--- config.mk ---
export PLATFORM = sky130hd
export DESIGN_NAME = cov_back
export DESIGN_NICKNAME = d
export VERILOG_FILES = /design/src/rtl/cov_pkg.sv /design/src/rtl/cov_back.sv
export SDC_FILE = /design/constraint.sdc
export NUM_CORES = 2
export LEC_CHECK = 0
export ABC_AREA = 1
export BUFFER_PORTS_ARGS = -buffer_cell sky130_fd_sc_hd__buf_4
export CAP_MARGIN = 30
export CORE_MARGIN = 2
export CORE_UTILIZATION = 60
export DETAILED_ROUTE_END_ITERATION = 8
export PLACE_DENSITY = 0.89
export SYNTH_ARGS = -nofsm -noshare
export SYNTH_HDL_FRONTEND = slang
export SYNTH_SLANG_ARGS = --single-unit
--- constraint.sdc ---
create_clock -name clk_i -period 6.43 [get_ports clk_i]
set_input_delay 1.286 -clock clk_i [delete_from_list [all_inputs] [get_ports clk_i]]
set_output_delay 1.286 -clock clk_i [all_outputs]
set_load 0.03 [all_outputs]
--- src/rtl/cov_pkg.sv ---
// shared types, constants and width helpers of the covariance matrix block
package cov_pkg;

  localparam int MAX_VARS_DEF    = 8;
  localparam int MAX_OBS_DEF     = 256;
  localparam int SAMPLE_BITS_DEF = 16;

  localparam int IDX_W         = 3;
  localparam int OBS_IN_W      = 8;
  localparam int SAMPLE_W      = 16;
  localparam int COV_W         = 40;
  localparam int FRAC_BITS     = 8;
  localparam int NUM_VARS_W    = 4;
  localparam int NUM_SAMPLES_W = 9;
  localparam int APB_DATA_W    = 32;
  localparam int APB_ADDR_W    = 3;
  localparam int CMD_DEPTH     = 2;
  localparam int OUT_DEPTH     = 2;

  localparam logic REG_NUM_VARS    = 1'b0;
  localparam logic REG_NUM_SAMPLES = 1'b1;

  typedef struct packed {
    logic wr;
    logic calc;
  } cmd_ctrl_t;

  typedef enum logic [2:0] {
    S_IDLE,
    S_ACC,
    S_DRAIN,
    S_MUL1,
    S_MUL2,
    S_PREP,
    S_DIV,
    S_EMIT
  } back_state_e;

  function automatic int var_w(int max_vars);
    return (max_vars > 1) ? $clog2(max_vars) : 1;
  endfunction

  function automatic int obs_w(int max_obs);
    return $clog2(max_obs);
  endfunction

  function automatic int cnt_w(int max_obs);
    return $clog2(max_obs + 1);
  endfunction

endpackage

--- src/rtl/cov_back.sv ---
// back end: stores samples and computes each covariance entry in turn
module cov_back import cov_pkg::*; #(
  parameter int MAX_VARS    = MAX_VARS_DEF,
  parameter int MAX_OBS     = MAX_OBS_DEF,
  parameter int SAMPLE_BITS = SAMPLE_BITS_DEF
) (
  input  logic                      clk_i,
  input  logic                      rst_ni,
  input  logic                      cmd_valid_i,
  output logic                      cmd_ready_o,
  input  cmd_ctrl_t                 cmd_ctrl_i,
  input  logic [var_w(MAX_VARS)+obs_w(MAX_OBS)-1:0] cmd_addr_i,
  input  logic [SAMPLE_BITS-1:0]    cmd_data_i,
  input  logic [NUM_VARS_W-1:0]     num_vars_i,
  input  logic [NUM_SAMPLES_W-1:0]  num_samples_i,
  output logic                      ram_we_o,
  output logic [var_w(MAX_VARS)+obs_w(MAX_OBS)-1:0] ram_waddr_o,
  output logic [SAMPLE_BITS-1:0]    ram_wdata_o,
  output logic [var_w(MAX_VARS)+obs_w(MAX_OBS)-1:0] ram_raddr_a_o,
  output logic [var_w(MAX_VARS)+obs_w(MAX_OBS)-1:0] ram_raddr_b_o,
  input  logic [SAMPLE_BITS-1:0]    ram_rdata_a_i,
  input  logic [SAMPLE_BITS-1:0]    ram_rdata_b_i,
  output logic                      out_push_o,
  input  logic                      out_full_i,
  output logic [IDX_W-1:0]          out_row_o,
  output logic [IDX_W-1:0]          out_col_o,
  output logic [COV_W-1:0]          out_cov_o,
  output logic                      out_final_o
);

  localparam int SB     = SAMPLE_BITS;
  localparam int VW     = var_w(MAX_VARS);
  localparam int OBS_W  = obs_w(MAX_OBS);
  localparam int LOGN   = cnt_w(MAX_OBS);
  localparam int D_W    = 2 * LOGN;
  localparam int PR_W   = 2 * SB;
  localparam int SX_W   = SB + LOGN;
  localparam int SXY_W  = 2 * SB + LOGN;
  localparam int MAG_W  = 2 * SB + 2 * LOGN;
  localparam int NUM_W  = MAG_W + 1;
  localparam int DVD_W  = MAG_W + FRAC_BITS;
  localparam int DCNT_W = $clog2(DVD_W);
  localparam int EXW    = (DVD_W > COV_W) ? DVD_W + 1 : COV_W + 1;
  localparam int CMPW   = (LOGN > NUM_SAMPLES_W) ? LOGN : NUM_SAMPLES_W;

  back_state_e state_q, state_d;

  logic [NUM_VARS_W-1:0] m_q, m_clamp;
  logic [LOGN-1:0]       n_q, n_clamp;
  logic [D_W-1:0]        d_q;
  logic [IDX_W-1:0]      i_q, j_q;
  logic [OBS_W-1:0]      k_q;
  logic                  v1_q, v2_q;
  logic [DCNT_W-1:0]     cnt_q;

  logic signed [SX_W-1:0]  sx_q, sy_q;
  logic signed [SXY_W-1:0] sxy_q;
  logic signed [PR_W-1:0]  prod_q;
  logic signed [SB-1:0]    a_s, b_s;
  logic [MAG_W-1:0]        mcand_q, macc_q;
  logic [SX_W-1:0]         mplier_q;
  logic signed [NUM_W-1:0] num_q;
  logic                    neg_q;
  logic [DVD_W-1:0]        qd_q;
  logic [D_W:0]            rem_q;

  logic             take_cmd, start_calc, k_last, i_last, j_last, mplier_zero, div_last;
  logic             sx_neg, sy_neg, sxy_neg, last_entry, emit_ok;
  logic [SX_W-1:0]  sx_mag, sy_mag;
  logic [SXY_W-1:0] sxy_mag;
  logic [NUM_W-1:0] num_mag;
  logic [NUM_W-1:0] p_ext;
  logic [D_W:0]     rem_sh, rem_nx;
  logic             ge;
  logic [EXW-1:0]   q_ext, lim, sat;

  assign cmd_ready_o = (state_q == S_IDLE);
  assign take_cmd    = cmd_valid_i && cmd_ready_o;
  assign start_calc  = take_cmd && cmd_ctrl_i.calc;
  assign ram_we_o    = take_cmd && cmd_ctrl_i.wr;
  assign ram_waddr_o = cmd_addr_i;
  assign ram_wdata_o = cmd_data_i;
  assign ram_raddr_a_o = {i_q[VW-1:0], k_q};
  assign ram_raddr_b_o = {j_q[VW-1:0], k_q};

  always_comb begin
    if (num_vars_i == '0) begin
      m_clamp = NUM_VARS_W'(1);
    end else if (int'(num_vars_i) > MAX_VARS) begin
      m_clamp = NUM_VARS_W'(MAX_VARS);
    end else begin
      m_clamp = num_vars_i;
    end
    if (num_samples_i < NUM_SAMPLES_W'(2)) begin
      n_clamp = LOGN'(2);
    end else if (CMPW'(num_samples_i) > CMPW'(MAX_OBS)) begin
      n_clamp = LOGN'(MAX_OBS);
    end else begin
      n_clamp = LOGN'(num_samples_i);
    end
  end

  always_comb begin
    a_s         = $signed(ram_rdata_a_i);
    b_s         = $signed(ram_rdata_b_i);
    k_last      = (LOGN'(k_q) == n_q - LOGN'(1));
    i_last      = ({1'b0, i_q} == m_q - NUM_VARS_W'(1));
    j_last      = ({1'b0, j_q} == m_q - NUM_VARS_W'(1));
    last_entry  = i_last && j_last;
    mplier_zero = (mplier_q == '0);
    div_last    = (cnt_q == DCNT_W'(DVD_W - 1));
    sx_neg      = sx_q[SX_W-1];
    sy_neg      = sy_q[SX_W-1];
    sxy_neg     = sxy_q[SXY_W-1];
    sx_mag      = sx_neg ? (~sx_q + SX_W'(1)) : sx_q;
    sy_mag      = sy_neg ? (~sy_q + SX_W'(1)) : sy_q;
    sxy_mag     = sxy_neg ? (~sxy_q + SXY_W'(1)) : sxy_q;
    num_mag     = num_q[NUM_W-1] ? (~num_q + NUM_W'(1)) : num_q;
    p_ext       = NUM_W'(macc_q);
    rem_sh      = {rem_q[D_W-1:0], qd_q[DVD_W-1]};
    ge          = (rem_sh >= {1'b0, d_q});
    rem_nx      = ge ? (rem_sh - {1'b0, d_q}) : rem_sh;
    q_ext       = EXW'(qd_q);
    lim         = neg_q ? (EXW'(1) << (COV_W - 1)) : ((EXW'(1) << (COV_W - 1)) - EXW'(1));
    sat         = (q_ext > lim) ? lim : q_ext;
    emit_ok     = (state_q == S_EMIT) && !out_full_i;
  end

  assign out_push_o  = emit_ok;
  assign out_row_o   = i_q;
  assign out_col_o   = j_q;
  assign out_cov_o   = neg_q ? (~sat[COV_W-1:0] + COV_W'(1)) : sat[COV_W-1:0];
  assign out_final_o = last_entry;

  always_comb begin
    state_d = state_q;
    case (state_q)
      S_IDLE:  if (start_calc) state_d = S_ACC;
      S_ACC:   if (k_last) state_d = S_DRAIN;
      S_DRAIN: if (!v1_q && !v2_q) state_d = S_MUL1;
      S_MUL1:  if (mplier_zero) state_d = S_MUL2;
      S_MUL2:  if (mplier_zero) state_d = S_PREP;
      S_PREP:  state_d = S_DIV;
      S_DIV:   if (div_last) state_d = S_EMIT;
      S_EMIT: begin
        if (emit_ok) begin
          state_d = last_entry ? S_IDLE : S_ACC;
        end
      end
      default: state_d = S_IDLE;
    endcase
  end

  always_ff @(posedge clk_i or negedge rst_ni) begin
    if (!rst_ni) begin
      state_q <= S_IDLE;
      m_q     <= NUM_VARS_W'(1);
      n_q     <= LOGN'(2);
      i_q     <= '0;
      j_q     <= '0;
      k_q     <= '0;
      v1_q    <= 1'b0;
      v2_q    <= 1'b0;
      cnt_q   <= '0;
    end else begin
      state_q <= state_d;
      v1_q    <= (state_q == S_ACC);
      v2_q    <= v1_q;
      case (state_q)
        S_IDLE: begin
          if (start_calc) begin
            m_q <= m_clamp;
            n_q <= n_clamp;
            i_q <= '0;
            j_q <= '0;
            k_q <= '0;
          end
        end
        S_ACC:  k_q <= k_q + OBS_W'(1);
        S_PREP: cnt_q <= '0;
        S_DIV:  cnt_q <= cnt_q + DCNT_W'(1);
        S_EMIT: begin
          if (emit_ok && !last_entry) begin
            k_q <= '0;
            if (j_last) begin
              j_q <= '0;
              i_q <= i_q + IDX_W'(1);
            end else begin
              j_q <= j_q + IDX_W'(1);
            end
          end
        end
        default: ;
      endcase
    end
  end

  // datapath
  always_ff @(posedge clk_i) begin
    d_q    <= D_W'(n_q) * D_W'(n_q - LOGN'(1));
    prod_q <= a_s * b_s;
    if ((state_q == S_IDLE) || (state_q == S_EMIT)) begin
      sx_q  <= '0;
      sy_q  <= '0;
      sxy_q <= '0;
    end else begin
      if (v1_q) begin
        sx_q <= sx_q + SX_W'(a_s);
        sy_q <= sy_q + SX_W'(b_s);
      end
      if (v2_q) begin
        sxy_q <= sxy_q + SXY_W'(prod_q);
      end
    end
    case (state_q)
      S_DRAIN: begin
        mcand_q  <= MAG_W'(sxy_mag);
        mplier_q <= SX_W'(n_q);
        macc_q   <= '0;
      end
      S_MUL1, S_MUL2: begin
        if (mplier_zero) begin
          mcand_q  <= MAG_W'(sx_mag);
          mplier_q <= sy_mag;
          macc_q   <= '0;
          if (state_q == S_MUL1) begin
            num_q <= sxy_neg ? -$signed(p_ext) : $signed(p_ext);
          end else begin
            num_q <= (sx_neg ^ sy_neg) ? num_q + $signed(p_ext) : num_q - $signed(p_ext);
          end
        end else begin
          if (mplier_q[0]) begin
            macc_q <= macc_q + mcand_q;
          end
          mcand_q  <= {mcand_q[MAG_W-2:0], 1'b0};
          mplier_q <= {1'b0, mplier_q[SX_W-1:1]};
        end
      end
      S_PREP: begin
        neg_q <= num_q[NUM_W-1];
        qd_q  <= {num_mag[MAG_W-1:0], FRAC_BITS'(0)};
        rem_q <= '0;
      end
      S_DIV: begin
        rem_q <= rem_nx;
        qd_q  <= {qd_q[DVD_W-2:0], ge};
      end
      default: ;
    endcase
  end

`ifndef NO_ASSERTIONS
  a_k_in_range: assert property (@(posedge clk_i) disable iff (!rst_ni)
    (state_q == S_ACC) |-> (LOGN'(k_q) < n_q))
    else $error("sample index ran past the observation count");

  a_final_ends: assert property (@(posedge clk_i) disable iff (!rst_ni)
    (out_push_o && out_final_o) |=> (state_q == S_IDLE))
    else $error("final entry did not end the matrix");

  a_div_nonzero: assert property (@(posedge clk_i) disable iff (!rst_ni)
    (state_q == S_DIV) |-> (d_q >= D_W'(2)))
    else $error("divisor below two");

  a_drained: assert property (@(posedge clk_i) disable iff (!rst_ni)
    (state_q == S_MUL1) |-> (!v1_q && !v2_q))
    else $error("multiply started before sums settled");
`endif

endmodule

==> impl_results.md <==
- Setup TNS: 0 ns
- Synth warn: 0
- Commonest non-fill, non-tap cells in the layout: nand2_1 (1299), inv_1 (1283), nor2_1 (601)
- Post-Syn Area per Cell: 7.24 µm²
- Min Tclk post-route: 6.22 ns
- Number of synthesized flops with an enable pin: 253
- CTS Sinks: 431
- TritonCTS clock tree: done
- Yosys reg bits: 431
- WL final: 137000 µm
- CP Capture Type: flip-flop
- Vias in the first global route: 46400
- Status: complete, no violations
- Async SR Flop Fraction: 8.82%
- Worst Hold Class: reg -> reg
- CP arrival: 6.74 ns
- Syn Inst Count: 6875
- Via Count: 46900
- Final Cycle Share: 96.7%
- Die area: 0.0853 mm²
- Num ports: 177
- Setup violators final: 0
- HPWL after DPL: 109000 µm
- Largest net degree at the start of global routing: 121
- Synth top area share: 15.3%
- Hold Buf Count CTS: 0
- Most frequent CP cell: inv_1
- CTS root buf: clkbuf_16
- Grt total ovfl: 0
- Avg WL per Cell: 16.9 µm
- CP required: 6.95 ns
- Commonest non-fill, non-tap cell in the layout: nand2_1
- Vias per Instance: 5.77
- Slew headroom: 28.4%
- Placed Instance Area: 0.0528 mm²
- Worst-path fanout max: 7
- Clk buf depth: 3
- Slew Viols, Final: 0
- Cell variety after synth: 76
- Post-synthesis instance area: 0.0498 mm²
- Share of cells above drive strength 1: 8.66%
- Fillers: 6630
- Slowest cell on crit path: dfstp_2
- Port Buffer Count: 122
- Area Growth Syn to Fin: 9.52%
- Sequential area share after synthesis: 22.8%
- Finished Cell Area: 0.0545 mm²
- Vert. Die Dim: 292 µm
- Clock H-tree levels: 2
- Worst skew pair latency: 0.64 ns
- Die Width: 292 µm
- Initial DRC Count: 4480
- Syn nets: 7680
- Drt first pass iters: 8
- GRT Util Overall: 32.0%
- Worst clock skew: 0.0455 ns
- CP max stage delay: 0.63 ns
- Synth area leader: edfxtp_1
- Primary FF master, synth: edfxtp_1
- Crit start category: flip-flop
- Least-Margin Pin Slew: 1.07 ns
- Final hold vios: 0
- Total of max-cap violations: 0
- Initial core utilization: 60.6%
- Post-route ant nets: 0
- Initial antenna violation count: 1
- Final nets: 7820
- Core area: 0.0821 mm²
- Post-route DRC violation count: 0
- Routability Congestion: 1.02
- CTS buffer count: 51
- Top cells by area, synth: edfxtp_1 (15%), fa_1 (13%), ha_1 (10%)
- Number of cell rows: 105
- Antenna diode count: 0
- Setup CP Type: reg -> reg
- Core Util, Final: 66.4%
- Fmax: 161 MHz
- Global-route wire length before repair: 225000 µm
- Clock input transition at the sequential cells of the worst setup and hold paths: 0.07 ns
==> cells by family after synthesis <==
group / share of synthesized area (%)
buffers and inverters: 12.2
XOR/XNOR: 4.77
AND/OR/NAND/NOR: 21.2
adder cells (fa/ha/maj): 23.1
AO/OA/AOI/OAI: 15.9
flip-flops: 22.8
multiplexers: 0.0452
==> metal layers <==
layer	share of wire, %	up-vias	global-route usage [%]
met2	47	2037	55.1
li1	-	22500	-
met3	8.0	437	4.20
met4	4.6	2	13.9
met5	0.0095	-	0
met1	40	21900	40.1
==> registers in the layout (all words and copies together), names as in the netlist, 3 cells and up <==
| name | flops |
|---|---|
| num_q | 51 |
| cnt_q | 6 |
| sy_q | 25 |
| out_row_o | 3 |
| d_q | 17 |
| mplier_q | 25 |
| k_q | 8 |
| sxy_q | 41 |
| rem_q | 18 |
| n_q | 9 |
| macc_q | 50 |
| prod_q | 32 |
| out_col_o | 3 |
| m_q | 4 |
| state_q | 3 |
| sx_q | 25 |
| qd_q | 58 |
| mcand_q | 50 |
==> critical path, delay by kind of cell, from the launching register on <==
family	cells	cell delay, ns
AND/OR/NAND/NOR	8	0.77
AO/OA/AOI/OAI	3	0.48
XOR/XNOR	1	0.15
flip-flops	1	0.63
buffers and inverters	7	0.46
adder cells (fa/ha/maj)	8	3.59
==> path summary, 6_finish.rpt <==
kind	startpoint	to	slack, ns	cells after the start
min in group asynchronous	rst_ni	m_q[1]	0.62	1
setup / recovery	n_q[1]	d_q[16]	0.21	27
max in group asynchronous	rst_ni	n_q[1]	5.42	1
hold reg to reg	sxy_q[1]	sxy_q[1]	0.49	2
setup reg to reg	n_q[1]	d_q[16]	0.21	27
hold / removal	sxy_q[1]	sxy_q[1]	0.49	2
==> stage by stage <==
stage	setup WS (ns)	hold slack [ns]	std cells
2_1_floorplan	-0.00793	0.398	6875
3_3_place_gp	-0.223	0.469	8028
3_5_place_dp	-0.343	0.483	8031
4_1_cts	0.259	0.492	8127
5_1_grt	-0.0732	0.534	8128
6_report	0.214	0.486	8128
==> synthesized netlist by cell type (7+ instances only) <==
master,number
a21boi_0,10
ha_1,405
buf_2,12
nand4_1,64
o21ai_0,525
nor2_4,13
dfxtp_1,140
nand2_4,7
a21oi_1,556
nand2_2,26
dfrtp_1,36
inv_1,1284
nand2_1,1304
fa_1,322
nor2_2,19
or2_2,45
nor3_2,8
nor3_1,82
nor4_1,51
a31o_2,11
nor2_1,604
o211ai_1,61
xnor2_1,94
o22ai_1,15
o21a_1,26
o21ai_1,19
o31ai_1,11
a31oi_1,81
o221ai_1,18
clkbuf_1,172
nand3_1,216
a21o_1,22
buf_4,42
a32o_1,7
buf_1,9
xor2_1,177
edfxtp_1,253
o21bai_1,20
inv_2,21
==> area by class of cell <==
cell class | count | area [µm²] | area share, %
Sequential cell | 431 | 11400 | 20.8
Timing Repair Buffer | 328 | 2640 | 4.84
Tap cell | 1070 | 1340 | 2.46
Clock inverter | 32 | 338 | 0.620
Inverter | 1311 | 4920 | 9.03
Clock buffer | 64 | 1370 | 2.51
Multi-Input combinational cell | 4892 | 32600 | 59.7
==> what timing repair did <==
| item | in CTS | in global routing |
|---|---|---|
| buffers inserted | 0 | 1 |
| gates resized for setup | 0 | 5 |
| setup endpoints to repair | 0 | 2 |
| endpoints found under the hold margin | 0 | 0 |
Power is left out: the tool's default activity adds up to more than one toggle a clock period on the data nets, which glitch-free logic cannot reach.
