### src/rtl/cov_fifo.sv
// small first-in first-out queue with registered storage
module cov_fifo #(
  parameter int WIDTH = 8,
  parameter int DEPTH = 2
) (
  input  logic             clk_i,
  input  logic             rst_ni,
  input  logic             push_i,
  input  logic [WIDTH-1:0] data_i,
  output logic             full_o,
  input  logic             pop_i,
  output logic [WIDTH-1:0] data_o,
  output logic             empty_o
);

  localparam int PW = $clog2(DEPTH);
  localparam int CW = $clog2(DEPTH + 1);

  logic [WIDTH-1:0] mem_q [DEPTH];
  logic [PW-1:0]    wr_ptr_q, wr_ptr_d, rd_ptr_q, rd_ptr_d;
  logic [CW-1:0]    count_q, count_d;
  logic             do_push, do_pop;

  assign full_o  = (count_q == CW'(DEPTH));
  assign empty_o = (count_q == '0);
  assign do_push = push_i && !full_o;
  assign do_pop  = pop_i && !empty_o;
  assign data_o  = mem_q[rd_ptr_q];

  always_comb begin
    wr_ptr_d = wr_ptr_q;
    rd_ptr_d = rd_ptr_q;
    count_d  = count_q;
    if (do_push) begin
      wr_ptr_d = (wr_ptr_q == PW'(DEPTH - 1)) ? '0 : wr_ptr_q + PW'(1);
    end
    if (do_pop) begin
      rd_ptr_d = (rd_ptr_q == PW'(DEPTH - 1)) ? '0 : rd_ptr_q + PW'(1);
    end
    if (do_push && !do_pop) begin
      count_d = count_q + CW'(1);
    end else if (do_pop && !do_push) begin
      count_d = count_q - CW'(1);
    end
  end

  always_ff @(posedge clk_i or negedge rst_ni) begin
    if (!rst_ni) begin
      wr_ptr_q <= '0;
      rd_ptr_q <= '0;
      count_q  <= '0;
    end else begin
      wr_ptr_q <= wr_ptr_d;
      rd_ptr_q <= rd_ptr_d;
      count_q  <= count_d;
    end
  end

  always_ff @(posedge clk_i) begin
    if (do_push) begin
      mem_q[wr_ptr_q] <= data_i;
    end
  end

endmodule

### config.mk
export PLATFORM = sky130hd
export DESIGN_NAME = cov_fifo
export DESIGN_NICKNAME = d
export VERILOG_FILES = /design/src/rtl/cov_fifo.sv
export SDC_FILE = /design/constraint.sdc
export NUM_CORES = 1
export LEC_CHECK = 0
export BUFFER_PORTS_ARGS = -buffer_cell sky130_fd_sc_hd__buf_2
export CELL_PAD_IN_SITES_DETAIL_PLACEMENT = 0
export CELL_PAD_IN_SITES_GLOBAL_PLACEMENT = 1
export CORE_ASPECT_RATIO = 0.75
export CORE_MARGIN = 10
export CORE_UTILIZATION = 43
export DETAILED_ROUTE_END_ITERATION = 12
export PLACE_DENSITY_LB_ADDON = 0.1
export SLEW_MARGIN = 20
export SYNTH_ARGS = -nofsm -noshare
export SYNTH_HDL_FRONTEND = slang
export SYNTH_SLANG_ARGS = --single-unit
### constraint.sdc
create_clock -name clk_i -period 2.58 [get_ports clk_i]
set_clock_uncertainty 0.05 [all_clocks]
set_input_delay 0.774 -clock clk_i [delete_from_list [all_inputs] [get_ports clk_i]]
set_output_delay 0.774 -clock clk_i [all_outputs]
set_load 0.01 [all_outputs]
==> flow_metrics.env, run 1 <==
export IMPL_status="finished, final reports clean"
export IMPL_hold_viol_final=0
export IMPL_cp_required_ps=1760
export IMPL_synth_edff_count=16
export IMPL_nNetsFinal=83
export IMPL_fin_util_pct=56.2
export IMPL_worst_path_dominant_cell_family="flip-flops"
export IMPL_ir_drop_mv=0.640
export IMPL_fin_setup_tns_ps=0
export IMPL_areaGrowthSynthToFinish_pct=24.0
export IMPL_yosys_top_cells_area="edfxtp_1 (61%), dfrtp_1 (13%), mux2_1 (8.6%), mux2_2 (2.9%), xnor2_1 (2.2%)"
export IMPL_diodes=0
export IMPL_crit_path_max_fanout=9
export IMPL_leakagePower_nw=0.407
export IMPL_cts_tree="built"
export IMPL_finalCritPeriodShare_pct=85.8
export IMPL_grt_max_degree=13
export IMPL_start_util_pct=45.4
export IMPL_ys_ff_latch=20
export IMPL_whs_ps=207
export IMPL_critPathLaunchType="register"
export IMPL_postSynthCellCount=44
export IMPL_dieArea_um2=3940
export IMPL_clockBufferDepth=2
export IMPL_vias=426
export IMPL_clock_sinks=20
export IMPL_worst_pin_slew_ps=394
export IMPL_fmax_mhz=452
export IMPL_htreeDepth=1
export IMPL_portBuffers=21
export IMPL_path_cells="mux2_1, buf_2"
export IMPL_drtAntennaViolNets=0
export IMPL_cts_made_buffers=3
export IMPL_num_rows=13
export IMPL_instances_no_fill=91
export IMPL_placedCellCount=87
export IMPL_finalPower_mw=1.10
export IMPL_synth_most_common_cell="edfxtp_1"
export IMPL_fp_dieW_um=69.2
export IMPL_synth_distinct_cells=15
export IMPL_dp_hpwl_um=978
export IMPL_synth_fp_nets=57
export IMPL_die_h_um=56.9
export IMPL_drt_initial_drc_count=8
export IMPL_gp_congestion=0.667
export IMPL_post_place_ws_ps=687
export IMPL_yosysTopAreaCell="edfxtp_1"
export IMPL_cts_setup_buffers=0
export IMPL_rsz0062_at_grt="no"
export IMPL_drive_above_1_share_pct=43.5
export IMPL_yosysSeqAreaShare_pct=74.2
export IMPL_power_density_nw_per_um2=1140
export IMPL_grt_pass1_wl_um=2160
export IMPL_endpoint_kind="output pin"
export IMPL_postCtsHoldBufs=0
export IMPL_avgSynthCellArea_um2=17.8
export IMPL_cpPeakStageDelay_ps=580
export IMPL_drc=0
export IMPL_clk_pin_slew_worst_paths_ps=110
export IMPL_drv_slew=0
export IMPL_crit_buf_inv=1
export IMPL_grtUsageTotal_pct=6.68
export IMPL_core_um2=1720
export IMPL_period_needed_ps=2210
export IMPL_cts_resized=0
export IMPL_ctsRootBufferMaster="clkbuf_4"
export IMPL_syn_area_um2=782
export IMPL_setup_worst_path_class="register to output pin"
export IMPL_setup_ws_ps=367
export IMPL_synth_common_cells="edfxtp_1 (16), mux2_1 (6), dfrtp_1 (4)"
export IMPL_yosysTopAreaCellShare_pct=61.4
export IMPL_setup_viol=0
export IMPL_grt_pass1_vias=484
export IMPL_ios=22
export IMPL_slowest_stage="dfrtp_1"
export IMPL_slew_headroom_pct=73.7
export IMPL_async_reset_ff_share_pct=20.0
export IMPL_dpl_instance_area_um2=917
export IMPL_crit_arrival_ps=1390
export IMPL_clk_insertion_delay_late_ps=290
export IMPL_stdcell_area_um2=970
export IMPL_hold_class="input pin to asynchronous set/reset pin"
export IMPL_grt_overflow=0
export IMPL_post_drt_via_cell_ratio=4.68
export IMPL_yosysWarnings=0
export IMPL_wl_um=1240
export IMPL_synth_ff_type="edfxtp_1"
export IMPL_max_cap_viol_count=0
export IMPL_antenna_found_initial=0
export IMPL_fillers=153
export IMPL_wl_per_cell_um=13.6
export IMPL_drt_pass1_iterations=4
-- kinds of logic after synthesis --
family          count (synthesis)  synth area share [%]
flops                          20                  74.2
mux                             8                  11.5
simple gates                    6                  3.84
xor+xnor                        5                  6.56
buf+inv                         3                  1.60
compound gates                  1                 0.639
fa+ha+maj                       1                  1.60
-- power by group --
group          switching [mW]  internal, mW
Clock                  0.0889         0.157
Combinational           0.163         0.173
Sequential             0.0686         0.451
-- per-layer routing --
layer / part of all wire [%] / vias to the layer above / wire [um] / track usage [%]
met5: 0 / - / 0 / 0
met4: 0 / 0 / 0 / 0.860
met3: 7.0 / 0 / 87 / 4.15
met2: 53 / 12 / 656 / 12.0
met1: 40 / 207 / 494 / 6.66
li1: - / 207 / - / -
-- sequential cells by signal, indices dropped and copies added (netlist names) --
register / cells
mem_q: 16
rd_ptr_q: 1
count_q: 2
wr_ptr_q: 1
-- placed cells by master, fill, tap and decap left out, drive strengths merged --
master / instances
and3: 1
buf: 22
bufinv: 1
clkbuf: 3
dfrtp: 4
edfxtp: 16
ha: 1
inv: 2
mux2: 8
nand2: 1
nand2b: 1
nor2: 3
o21ai: 1
xnor2: 3
xor2: 2
-- worst paths after layout --
| kind | startpoint | end | slack, ps | cells after the start |
|---|---|---|---|---|
| max in group asynchronous | rst_ni | count_q[0] | 2150 | 1 |
| min in group clk_i | count_q[1] | count_q[1] | 480 | 1 |
| setup reg to reg | count_q[0] | count_q[1] | 1050 | 6 |
| hold reg to reg | count_q[1] | count_q[1] | 480 | 1 |
| hold / removal | rst_ni | count_q[1] | 210 | 1 |
| setup / recovery | rd_ptr_q | data_o[3] | 370 | 2 |
-- layout make-up --
type                    instances  area, um2  area share [%]
repair buffers                 22        113            11.6
clock inverters                 1       30.0            3.10
well taps                      22       27.5            2.84
clock buffers                   3       22.5            2.32
flip-flops and latches         20        581            59.9
inverters                       2       7.51           0.774
multi-input cells              21        189            19.5
(Power assumes the default switching activity.)
==> inputs of run 2 (changes only) <==
- REMOVE_ABC_BUFFERS: default -> 1
==> flow_metrics.env, run 2 (same netlist as run 1, synthesis figures left out) <==
export IMPL_instances_no_fill=91
export IMPL_post_drt_via_cell_ratio=4.55
export IMPL_drt_pass1_iterations=3
export IMPL_switchingPower_mw=0.316
export IMPL_areaGrowthSynthToFinish_pct=24.0
export IMPL_grt_max_degree=13
export IMPL_die_h_um=56.9
export IMPL_ios=22
export IMPL_cts_made_buffers=3
export IMPL_postCtsHoldBufs=0
export IMPL_period_needed_ps=2220
export IMPL_power_density_nw_per_um2=1130
export IMPL_num_rows=13
export IMPL_max_cap_viol_count=0
export IMPL_cp_required_ps=1760
export IMPL_fmax_mhz=451
export IMPL_cts_tree="built"
export IMPL_ir_drop_mv=0.578
export IMPL_clock_sinks=20
export IMPL_diodes=0
export IMPL_endpoint_kind="output pin"
export IMPL_antenna_found_initial=0
export IMPL_hold_viol_final=0
export IMPL_clk_pin_slew_worst_paths_ps=100
export IMPL_nNetsFinal=83
export IMPL_status="finished, final reports clean"
export IMPL_fin_setup_tns_ps=0
export IMPL_vias=414
export IMPL_finalCritPeriodShare_pct=85.9
export IMPL_worst_pin_slew_ps=377
export IMPL_hold_class="input pin to asynchronous set/reset pin"
export IMPL_placedCellCount=87
export IMPL_final_common_cell="buf_2"
export IMPL_p_sw_share_pct=28.8
export IMPL_wl_per_cell_um=13.7
export IMPL_drtAntennaViolNets=0
export IMPL_gp_congestion=0.693
export IMPL_grt_pass1_wl_um=2100
export IMPL_start_util_pct=45.4
export IMPL_grt_overflow=0
export IMPL_cpPeakStageDelay_ps=580
export IMPL_slowest_stage="dfrtp_1"
export IMPL_cts_setup_buffers=0
export IMPL_top_register="mem_q"
export IMPL_leakagePower_nw=0.407
export IMPL_slew_headroom_pct=74.9
export IMPL_drc=0
export IMPL_drt_initial_drc_count=7
export IMPL_dieArea_um2=3940
export IMPL_htreeDepth=1
export IMPL_p_int_mw=0.780
export IMPL_crit_buf_inv=1
export IMPL_largest_reg_flops=16
export IMPL_dp_hpwl_um=1010
export IMPL_pwr_share_seq_pct=47.6
export IMPL_p_comb_share_pct=30.3
export IMPL_clkPwrFrac_pct=22.1
export IMPL_drv_slew=0
export IMPL_worst_path_dominant_cell_family="flip-flops"
export IMPL_cts_resized=0
export IMPL_ctsRootBufferMaster="clkbuf_4"
export IMPL_fillers=151
export IMPL_grtUsageTotal_pct=6.46
export IMPL_core_um2=1720
export IMPL_final_cell_mix="buf_2 (21), edfxtp_1 (16), mux2_1 (6), dfrtp_1 (4)"
export IMPL_setup_viol=0
export IMPL_path_cells="mux2_2, buf_2"
export IMPL_setup_worst_path_class="register to output pin"
export IMPL_fp_dieW_um=69.2
export IMPL_crit_arrival_ps=1390
export IMPL_crit_path_max_fanout=9
export IMPL_critPathLaunchType="register"
export IMPL_top_regs="mem_q: 16 flops, count_q: 2 flops"
export IMPL_drive_above_1_share_pct=43.5
export IMPL_clockBufferDepth=2
export IMPL_portBuffers=21
export IMPL_clk_insertion_delay_late_ps=290
export IMPL_wl_um=1250
export IMPL_rsz0062_at_grt="no"
export IMPL_grt_pass1_vias=469
==> run 2: cell counts in the layout (fill, tap and decap cells not counted) <==
No cell type changed its count.
==> run 2: per-layer routing <==
| layer | GRT usage (%) | wire length, um |
|---|---|---|
| met1 | 6.14 | 508 |
| met2 | 12.1 | 663 |
| met3 | 4.32 | 78 |
| met4 | 0 | 0 |
| met5 | 0 | 0 |
==> run 2: power groups by stage <==
| stage | combinational [mW] | sequential, mW | clock (mW) |
|---|---|---|---|
| after floorplan | 0.229 | 0.511 | 0 |
| after global placement | 0.343 | 0.528 | 0 |
| after detailed placement | 0.344 | 0.531 | 0 |
| after CTS | 0.345 | 0.524 | 0.252 |
| after global routing | 0.368 | 0.534 | 0.268 |
| final | 0.332 | 0.522 | 0.243 |
==> run 2: worst paths after layout <==
check | start | end | slack [ps] | cells past startpoint
worst max-delay path | rd_ptr_q | data_o[2] | 360 | 2
worst min-delay path | rst_ni | count_q[1] | 210 | 1
worst max register to register | count_q[0] | count_q[1] | 1080 | 6
worst min register to register | count_q[1] | count_q[1] | 480 | 1
max in group asynchronous | rst_ni | count_q[0] | 2140 | 1
min in group clk_i | count_q[1] | count_q[1] | 480 | 1
==> run 2: layout make-up <==
| cell class | instances | area [um2] | area share, % |
|---|---|---|---|
| Multi-Input combinational cell | 21 | 189 | 19.5 |
| Clock buffer | 3 | 22.5 | 2.32 |
| Inverter | 2 | 7.51 | 0.774 |
| Timing Repair Buffer | 22 | 113 | 11.6 |
| Clock inverter | 1 | 30.0 | 3.10 |
| Tap cell | 22 | 27.5 | 2.84 |
| Sequential cell | 20 | 581 | 59.9 |
==> run 2: through the flow <==
stage / power [mW] / setup WS, ps / util [%] / cell area (um2) / hold slack, ps
floorplan: 0.740 / 870 / - / 777 / 428
global placement: 0.870 / 686 / 53.2 / 917 / 459
detailed placement: 0.875 / 683 / 53.2 / 917 / 461
CTS: 1.12 / 335 / 56.2 / 970 / 201
global route: 1.17 / 272 / 56.2 / 970 / 193
finish: 1.10 / 364 / 56.2 / 970 / 211
==> inputs of run 3 (changes only) <==
--- a/config.mk
+++ b/config.mk
@@ -14,2 +14,3 @@
 export DETAILED_ROUTE_END_ITERATION = 12
+export GPL_ROUTABILITY_DRIVEN = 0
 export PLACE_DENSITY_LB_ADDON = 0.1
==> constraint.sdc (replaced) <==
create_clock -name clk_i -period 2.58 [get_ports clk_i]
set_clock_uncertainty 0.05 [all_clocks]
set_input_delay 0.516 -clock clk_i [delete_from_list [all_inputs] [get_ports clk_i]]
set_output_delay 0.516 -clock clk_i [all_outputs]
set_load 0.01 [all_outputs]
==> flow_metrics.env, run 3 (same netlist as run 1, synthesis figures left out) <==
export IMPL_grt_pass1_wl_um=2170
export IMPL_regArea_um2=581
export IMPL_post_drt_via_cell_ratio=4.49
export IMPL_dpl_instance_area_um2=910
export IMPL_drtAntennaViolNets=0
export IMPL_drt_initial_drc_count=6
export IMPL_path_cells="mux2_2, buf_2"
export IMPL_grt_max_degree=13
export IMPL_slew_headroom_pct=56.6
export IMPL_slowest_stage="dfrtp_1"
export IMPL_setup_viol=0
export IMPL_cts_tree="built"
export IMPL_instances_no_fill=91
export IMPL_drc=0
export IMPL_power_density_nw_per_um2=1120
export IMPL_largest_reg_flops=16
export IMPL_max_cap_viol_count=0
export IMPL_clock_sinks=20
export IMPL_ctsRootBufferMaster="clkbuf_4"
export IMPL_drv_slew=0
export IMPL_crit_buf_inv=1
export IMPL_grt_busiest_layer="met2"
export IMPL_clockBufferDepth=2
export IMPL_dieArea_um2=3940
export IMPL_num_rows=13
export IMPL_grtUsageTotal_pct=6.71
export IMPL_drt_pass1_iterations=4
export IMPL_stdcell_area_um2=972
export IMPL_grt_overflow=0
export IMPL_met3_usage_pct=4.32
export IMPL_fp_dieW_um=69.2
export IMPL_period_needed_ps=1960
export IMPL_cts_resized=0
export IMPL_use_met1_pct=7.34
export IMPL_rsz0062_at_grt="no"
export IMPL_diodes=0
export IMPL_htreeDepth=1
export IMPL_crit_path_max_fanout=9
export IMPL_cp_required_ps=2010
export IMPL_setup_worst_path_class="register to output pin"
export IMPL_start_util_pct=45.4
export IMPL_clkPwrFrac_pct=22.4
export IMPL_worst_pin_slew_ps=648
export IMPL_hold_class="input pin to register"
export IMPL_pwr_share_seq_pct=47.6
export IMPL_switchingPower_mw=0.317
export IMPL_top_regs="mem_q: 16 flops, count_q: 2 flops"
export IMPL_die_h_um=56.9
export IMPL_critPathLaunchType="register"
export IMPL_top_register="mem_q"
export IMPL_p_comb_share_pct=30.0
export IMPL_areaGrowthSynthToFinish_pct=24.3
export IMPL_drive_above_1_share_pct=42.0
export IMPL_use_met2_pct=10.7
export IMPL_ios=22
export IMPL_antenna_found_initial=0
export IMPL_vias=409
export IMPL_grt_pass1_vias=446
export IMPL_cts_made_buffers=3
export IMPL_r2r_start="count_q[0]"
export IMPL_fin_util_pct=56.4
export IMPL_hold_viol_final=0
export IMPL_p_sw_share_pct=29.0
export IMPL_leakagePower_nw=0.406
export IMPL_whs_ps=353
export IMPL_clk_pin_slew_worst_paths_ps=110
export IMPL_clk_insertion_delay_late_ps=290
export IMPL_fin_setup_tns_ps=0
export IMPL_crit_start="rd_ptr_q"
export IMPL_hp_start="data_i[3]"
export IMPL_status="finished, final reports clean"
export IMPL_wl_um=1190
export IMPL_nNetsFinal=83
export IMPL_wl_per_cell_um=13.0
export IMPL_final_common_cell="buf_2"
export IMPL_core_um2=1720
export IMPL_dp_hpwl_um=949
export IMPL_finalCritPeriodShare_pct=76.0
export IMPL_portBuffers=21
export IMPL_worst_path_dominant_cell_family="flip-flops"
export IMPL_final_cell_mix="buf_2 (21), edfxtp_1 (16), mux2_1 (6), dfrtp_1 (4)"
export IMPL_fillers=155
export IMPL_placedCellCount=86
export IMPL_crit_arrival_ps=1390
export IMPL_ir_drop_mv=0.905
export IMPL_cpPeakStageDelay_ps=580
export IMPL_p_int_mw=0.775
export IMPL_multi_input_area_um2=189
export IMPL_fmax_mhz=510
export IMPL_endpoint_kind="output pin"
[run 3: cell count changes in the layout (fill, tap and decap cells not counted), sizes merged]
| cell | change |
|---|---|
| buf | -1 |
| dlygate4sd3 | +1 |
[run 3: final cells by class]
cell class | count | area share, %
flip-flops and latches | 20 | 59.7
multi-input cells | 21 | 19.4
repair buffers | 22 | 11.8
clock inverters | 1 | 3.09
well taps | 22 | 2.83
clock buffers | 3 | 2.32
inverters | 2 | 0.772
[run 3: final timing paths]
check	slack, ps	to	depth (start not counted)
max	620	data_o[2]	2
min	350	mem_q[1][3]	1
max reg2reg	950	mem_q[0][6]	3
min reg2reg	480	count_q[1]	1
max in group asynchronous	1870	count_q[0]	2
min in group asynchronous	490	rd_ptr_q	2
[run 3: repair_timing]
| item | CTS | global route |
|---|---|---|
| hold buffers | 1 | 0 |
| endpoints found under the hold margin | 4 | 0 |
| setup endpoints to repair | 0 | 0 |
| setup buffers | 0 | 0 |
[run 3: layer usage]
metal  wire [um]  up-vias  share of wire, %
li1            -      208                 -
met1         493      186                42
met2         591       12                50
met3          92        3               7.8
met4           8        0              0.67
met5           0        -                 0
[run 3: power groups by stage]
| stage | clock network [mW] | logic [mW] | registers, mW |
|---|---|---|---|
| detailed placement | 0 | 0.334 | 0.530 |
| finish | 0.245 | 0.327 | 0.520 |
| CTS | 0.250 | 0.338 | 0.523 |
| global route | 0.270 | 0.367 | 0.537 |
| global placement | 0 | 0.335 | 0.529 |
| floorplan | 0 | 0.229 | 0.511 |
[run 3: metrics by stage]
stage                     setup WS (ps)  power, mW
final                               620       1.09
after global routing                491       1.17
after CTS                           587       1.11
after detailed placement            924      0.865
after global placement              937      0.864
after floorplan                    1130      0.740
